==> config.mk <==
export PLATFORM = sky130hd
export DESIGN_NAME = sfir_cell
export DESIGN_NICKNAME = d
export VERILOG_FILES = /design/src/hdl/sfir_pkg.sv /design/src/hdl/sfir_cell.sv
export SDC_FILE = /design/constraint.sdc
export NUM_CORES = 1
export LEC_CHECK = 0
export BUFFER_PORTS_ARGS = -buffer_cell sky130_fd_sc_hd__buf_2
export CAP_MARGIN = 20
export CORE_MARGIN = 1.5
export CORE_UTILIZATION = 63
export CTS_CLUSTER_SIZE = 24
export DETAILED_ROUTE_END_ITERATION = 7
export GPL_ROUTABILITY_DRIVEN = 0
export PLACE_DENSITY_LB_ADDON = 0.2
export SLEW_MARGIN = 25
export SYNTH_ARGS = -nofsm -noshare
export SYNTH_HDL_FRONTEND = slang
export SYNTH_SLANG_ARGS = --single-unit
==> constraint.sdc <==
create_clock -name clk_i -period 7.9 [get_ports clk_i]
set_input_delay 0.395 -clock clk_i [delete_from_list [all_inputs] [get_ports clk_i]]
set_output_delay 0.395 -clock clk_i [all_outputs]
set_load 0.01 [all_outputs]
==> src/hdl/sfir_pkg.sv <==
// ----------------------------------------------------------------------------
// sfir_pkg
// Shared constants and types for the stereo symmetric FIR filter.
// ----------------------------------------------------------------------------
`default_nettype none

package sfir_pkg;

  localparam int SAMPLE_W     = 16;
  localparam int COEF_W       = 16;
  localparam int CFG_W        = 64;
  localparam int NUM_REGS     = 8;
  localparam int REG_IDX_W    = 3;
  localparam int COEFS_PER_SET = 16;
  localparam int TAPS_DEF     = 19;

  // Register indices of the first register of each coefficient set
  localparam logic [REG_IDX_W-1:0] REG_LOWPASS_A  = 3'd0;
  localparam logic [REG_IDX_W-1:0] REG_HIGHPASS_A = 3'd4;

  typedef enum logic {
    ST_IDLE,
    ST_RUN
  } sfir_state_e;

endpackage : sfir_pkg

`default_nettype wire

==> src/hdl/sfir_cell.sv <==
// ----------------------------------------------------------------------------
// sfir_cell
// One tap-pair cell: pre-add, multiply, add onto the neighbour's partial sum.
// ----------------------------------------------------------------------------
`default_nettype none

module sfir_cell
  import sfir_pkg::*;
#(
  parameter int AccW = 37
) (
  input  wire                        clk_i,
  input  wire logic signed [SAMPLE_W-1:0] sample_a_i,
  input  wire logic signed [SAMPLE_W-1:0] sample_b_i,
  input  wire logic signed [COEF_W-1:0]   coef_i,
  input  wire logic signed [AccW-1:0]     sum_i,
  output logic signed [AccW-1:0]          sum_o
);

  localparam int PreW  = SAMPLE_W + 1;
  localparam int ProdW = PreW + COEF_W;

  logic signed [PreW-1:0]  pre_d,  pre_q;
  logic signed [ProdW-1:0] prod_d, prod_q;
  logic signed [AccW-1:0]  sum_d,  sum_q;

  assign pre_d  = {sample_a_i[SAMPLE_W-1], sample_a_i} + {sample_b_i[SAMPLE_W-1], sample_b_i};
  assign prod_d = pre_q * coef_i;
  assign sum_d  = sum_i + {{(AccW-ProdW){prod_q[ProdW-1]}}, prod_q};

  always_ff @(posedge clk_i) begin
    pre_q  <= pre_d;
    prod_q <= prod_d;
    sum_q  <= sum_d;
  end

  assign sum_o = sum_q;

endmodule : sfir_cell

`default_nettype wire

# [Word level (Yosys, flattened, before mapping)]
# Index checks and enable logic that the tools add are counted.
[totals] ff_bits=87 out_inout_bits=37 wordCells=6
[op_classes] n_addsub=2 n_mul=1
[op_table] operator="37-bit adder" count=1
[op_table] operator="17-bit by 16-bit multiplier with 33-bit output" count=1
[op_table] operator="16-bit by 16-bit adder with 17-bit output" count=1

# [Longest topological paths before layout]
[logic_depth] ltp_word=1 mapped_depth=25 ltp_nobuf=23

# [Least setup slack after synthesis]
# OpenSTA, ideal clock, no wires.
[synth_path] kind="input -> register" from="in coef_i[8]" to="reg prod_q[32]" t_arrival_ns=5.780 setup_slack_ns=2.048 path_stages=23 path_buffers=2 cell_sequence="clkbuf_1 -> clkbuf_1 -> nand2_1 -> fa_1 -> inv_1 -> fa_1 -> inv_1 -> fa_1 -> inv_1 -> fa_1 -> fa_1 -> inv_1 -> fa_1 -> inv_1 -> ha_1 -> a21oi_1 -> o21ai_1 -> a311oi_1 -> o21ai_1 -> a221oi_2 -> o2111ai_1 -> a21oi_1 -> xnor2_1"
[synth_via] elab_chain_len=1
[synth_rtl] item="start, declared" line_no="sfir_cell.sv:15" text="input wire logic signed [COEF_W-1:0] coef_i,"
[synth_rtl] item="17-bit by 16-bit multiplier with 33-bit output" line_no="sfir_cell.sv:28" text="assign prod_d = pre_q * coef_i;"
[synth_rtl] item="named net prod_d[32]" line_no="sfir_cell.sv:24" text="logic signed [ProdW-1:0] prod_d, prod_q;"
[synth_rtl] item="end signal, assigned" line_no="sfir_cell.sv:33" text="prod_q <= prod_d;"
[synth_rtl] item="end, declared" line_no="sfir_cell.sv:24"
# The timed path passes the listed nets, and every way through them passes these cells.

# [Worst setup path after layout]
[layout_path] from="reg pre_q[7]" to="reg prod_q[32]"
[layout_via] elab_chain_len=1
[layout_rtl] item="start, declared" line_no="sfir_cell.sv:23" text="logic signed [PreW-1:0] pre_d, pre_q;"
[layout_rtl] item="start signal, assigned" line_no="sfir_cell.sv:32" text="pre_q <= pre_d;"
[layout_rtl] item="17-bit by 16-bit multiplier with 33-bit output" line_no="sfir_cell.sv:28"
[layout_rtl] item="named net prod_d[32]" line_no="sfir_cell.sv:24"
# The timed path passes the listed nets, and every way through them passes these cells.

==> results.txt <==
Detailed-route DRC error count - 0
Synthesis-to-finish area growth - 7.59%
Root buffer cell - clkbuf_16
Period Utilization, post-route - 0.804
Synth Area per Inst - 9.13 µm²
Final nets - 2204
First-pass GRT wire length - 53200 µm
Starting Density - 0.647
Gr usage total - 0.279
Final hold slack - 0.258 ns
Final setup violation count - 0
Num CTS Buffers - 9
Final hold vios - 0
Ys async rst share - 0
Skew-Pair Late Insertion Delay - 0.36 ns
Slew margin rel. - 0.517
Largest net degree at the start of global routing - 18
Post-synthesis xor/xnor area fraction - 0.0464
TNS Setup - 0 ns
Clk slew on worst S/H paths - 0.08 ns
Crit path max fanout - 16
Slew of the pin with the lowest slew margin - 0.724 ns
DR WL met3 - 2760 µm
Routed length per instance - 15.7 µm
Met2 Wirelength - 14300 µm
Period minus WS final - 6.35 ns
Die H - 156 µm
Yosys reg bits - 87
Die Wd - 156 µm
Vias per inst - 5.44
Clock Path Buffers - 2
Number of synthesized flops with an enable pin - 0
Share of synthesized cell area in full adder, half adder and majority cells - 0.493
Pre-antenna DRT Iters - 6
DR top layer - met4
CP endpoint kind - flip-flop
Cell count after synthesis - 1614
# hold bufs at CTS - 0
Setup Buffers After CTS - 0
Clock skew - 0.0210 ns
Layout cells sized above 1 - 0.0925
Total number of vias - 10998
Worst endpoint required time - 8.12 ns
CTS tree - built
H-tree levels - 3
Clock sinks - 87
Simple-gate share of the synthesized area - 0.154
Register area share after synthesis - 0.118
Pre-CTS setup slack - 1.60 ns
Die area - 24300 µm²
Port-buffer cells - 122
Initial drt markers - 646
PostCTS Resize Cnt - 0
Worst setup margin - 1.55 ns
Post-DP HPWL - 26500 µm
Post-layout util - 0.696
Core area - 22800 µm²
HP Class - primary input to flip-flop
Crit path launch type - flip-flop
Number of global-route vias before repair - 11191
Largest family of logic cells by synthesized area - adder cells
Post-Syn Nets - 2114
Synth Cell Area - 14700 µm²
Initial antenna violation count - 0
Synth Warn # - 0
Drt total wl - 31800 µm
Synth cell types - 65
Critical path class - flip-flop to flip-flop
Rows - 55
Multiplexer share of the synthesized area - 0.000679
Grt ovf - 0
Data arrival, critical path - 6.57 ns
Highest clock rate - 157 MHz
Remaining antenna violation count - 0
RSZ-0062 raised after global routing - false
Ant diodes - 0
Post-synth top flop - dfxtp_1
Status - finished clean
Synth Area in Compound Gates - 0.0899
DRT met1 WL - 14000 µm
Max cap viols - 0
Final Max Slew Viols - 0
Ports - 123
sequential cells by signal (all words and copies together) (netlist names):
signal  cells
sum_o      37
prod_q     33
pre_q      17
layer usage:
layer	up-vias	GRT usage
li1	5180	-
met1	5326	0.386
met2	440	0.454
met3	52	0.0500
met4	0	0.0812
met5	-	0
stage by stage:
step | std cells | cell area, µm²
finish | 2022 | 15900
global route | 2022 | 15900
CTS | 2022 | 15900
detailed placement | 2006 | 15600
global placement | 2006 | 15600
floorplan | 1614 | 14700
path summary, 6_finish.rpt:
kind	start	end	slack (ns)	cells past startpoint
worst max-delay path	pre_q[7]	prod_q[32]	1.55	21
worst min-delay path	sample_b_i[0]	pre_q[0]	0.26	2
worst max register to register	pre_q[7]	prod_q[32]	1.55	21
worst min register to register	prod_q[0]	sum_o[0]	0.45	1
worst max-delay path: stages (launching register included):
cell	delay, ns
dfxtp_1	0.73
nand2_1	0.17
fa_1	0.56
inv_1	0.05
fa_1	0.49
inv_1	0.05
fa_1	0.54
inv_1	0.06
fa_1	0.40
fa_1	0.52
inv_1	0.05
fa_1	0.47
inv_1	0.04
ha_1	0.37
a21oi_1	0.16
o21ai_1	0.11
a311oi_1	0.37
o21ai_1	0.25
a221oi_2	0.38
o2111ai_1	0.16
a21oi_1	0.19
xnor2_1	0.08
cell usage in the layout, fill, tap and decap left out, types with 9 or more instances in the layout:
master,netlist,routed
a21o_1,11,11
a21oi_1,55,55
and2_1,133,133
buf_2,1,122
clkbuf_16,0,9
dfxtp_1,87,87
fa_1,278,278
ha_1,136,136
inv_1,338,338
nand2_1,166,166
nand2b_1,13,13
nand3_1,22,22
nor2_1,62,62
nor2b_1,12,12
nor3_1,18,18
o21a_1,17,17
o21ai_0,29,29
o21ai_1,10,10
xnor2_1,62,62
xor2_1,16,16
area by class of cell:
type                    count  area [µm²]
well taps                 313         392
multi-input cells        1146       11600
clock buffers               9         225
repair buffers            122         611
inverters                 338        1270
flip-flops and latches     87        1740
fillers                  1813        6920
clock inverters             7        61.3
cells in the mapped netlist, drive strengths merged, types with 4 or more instances:
library cell	instances	area (µm²)
a211oi	8	75.1
dfxtp	87	1740
a211o	4	35.0
a21oi	58	302
o21bai	7	52.6
xnor2	62	543
inv	338	1270
o211ai	6	50.1
and2	133	832
nand3	22	110
nor2b	12	75.1
xor2	16	140
ha	136	1700
nand2b	13	81.3
clkbuf	41	154
nor2	62	233
a21o	11	82.6
o21ai	40	204
o31ai	5	37.5
o2111ai	6	52.6
a31oi	10	75.1
or3	8	50.1
nand2	166	623
fa	278	5570
nand4	7	43.8
nor3	18	90.1
o21a	17	128
cells by family after synthesis:
kind of cell / count (synthesis)
adders and majority gates: 414
AOI/OAI and AO/OA: 195
buffers and inverters: 381
xor gates and xnor gates: 78
DFF: 87
and+or+nand+nor: 458
muxes: 1
Power is left out: the tool's default activity adds up to more than one toggle a clock period on the data nets, which glitch-free logic cannot reach.
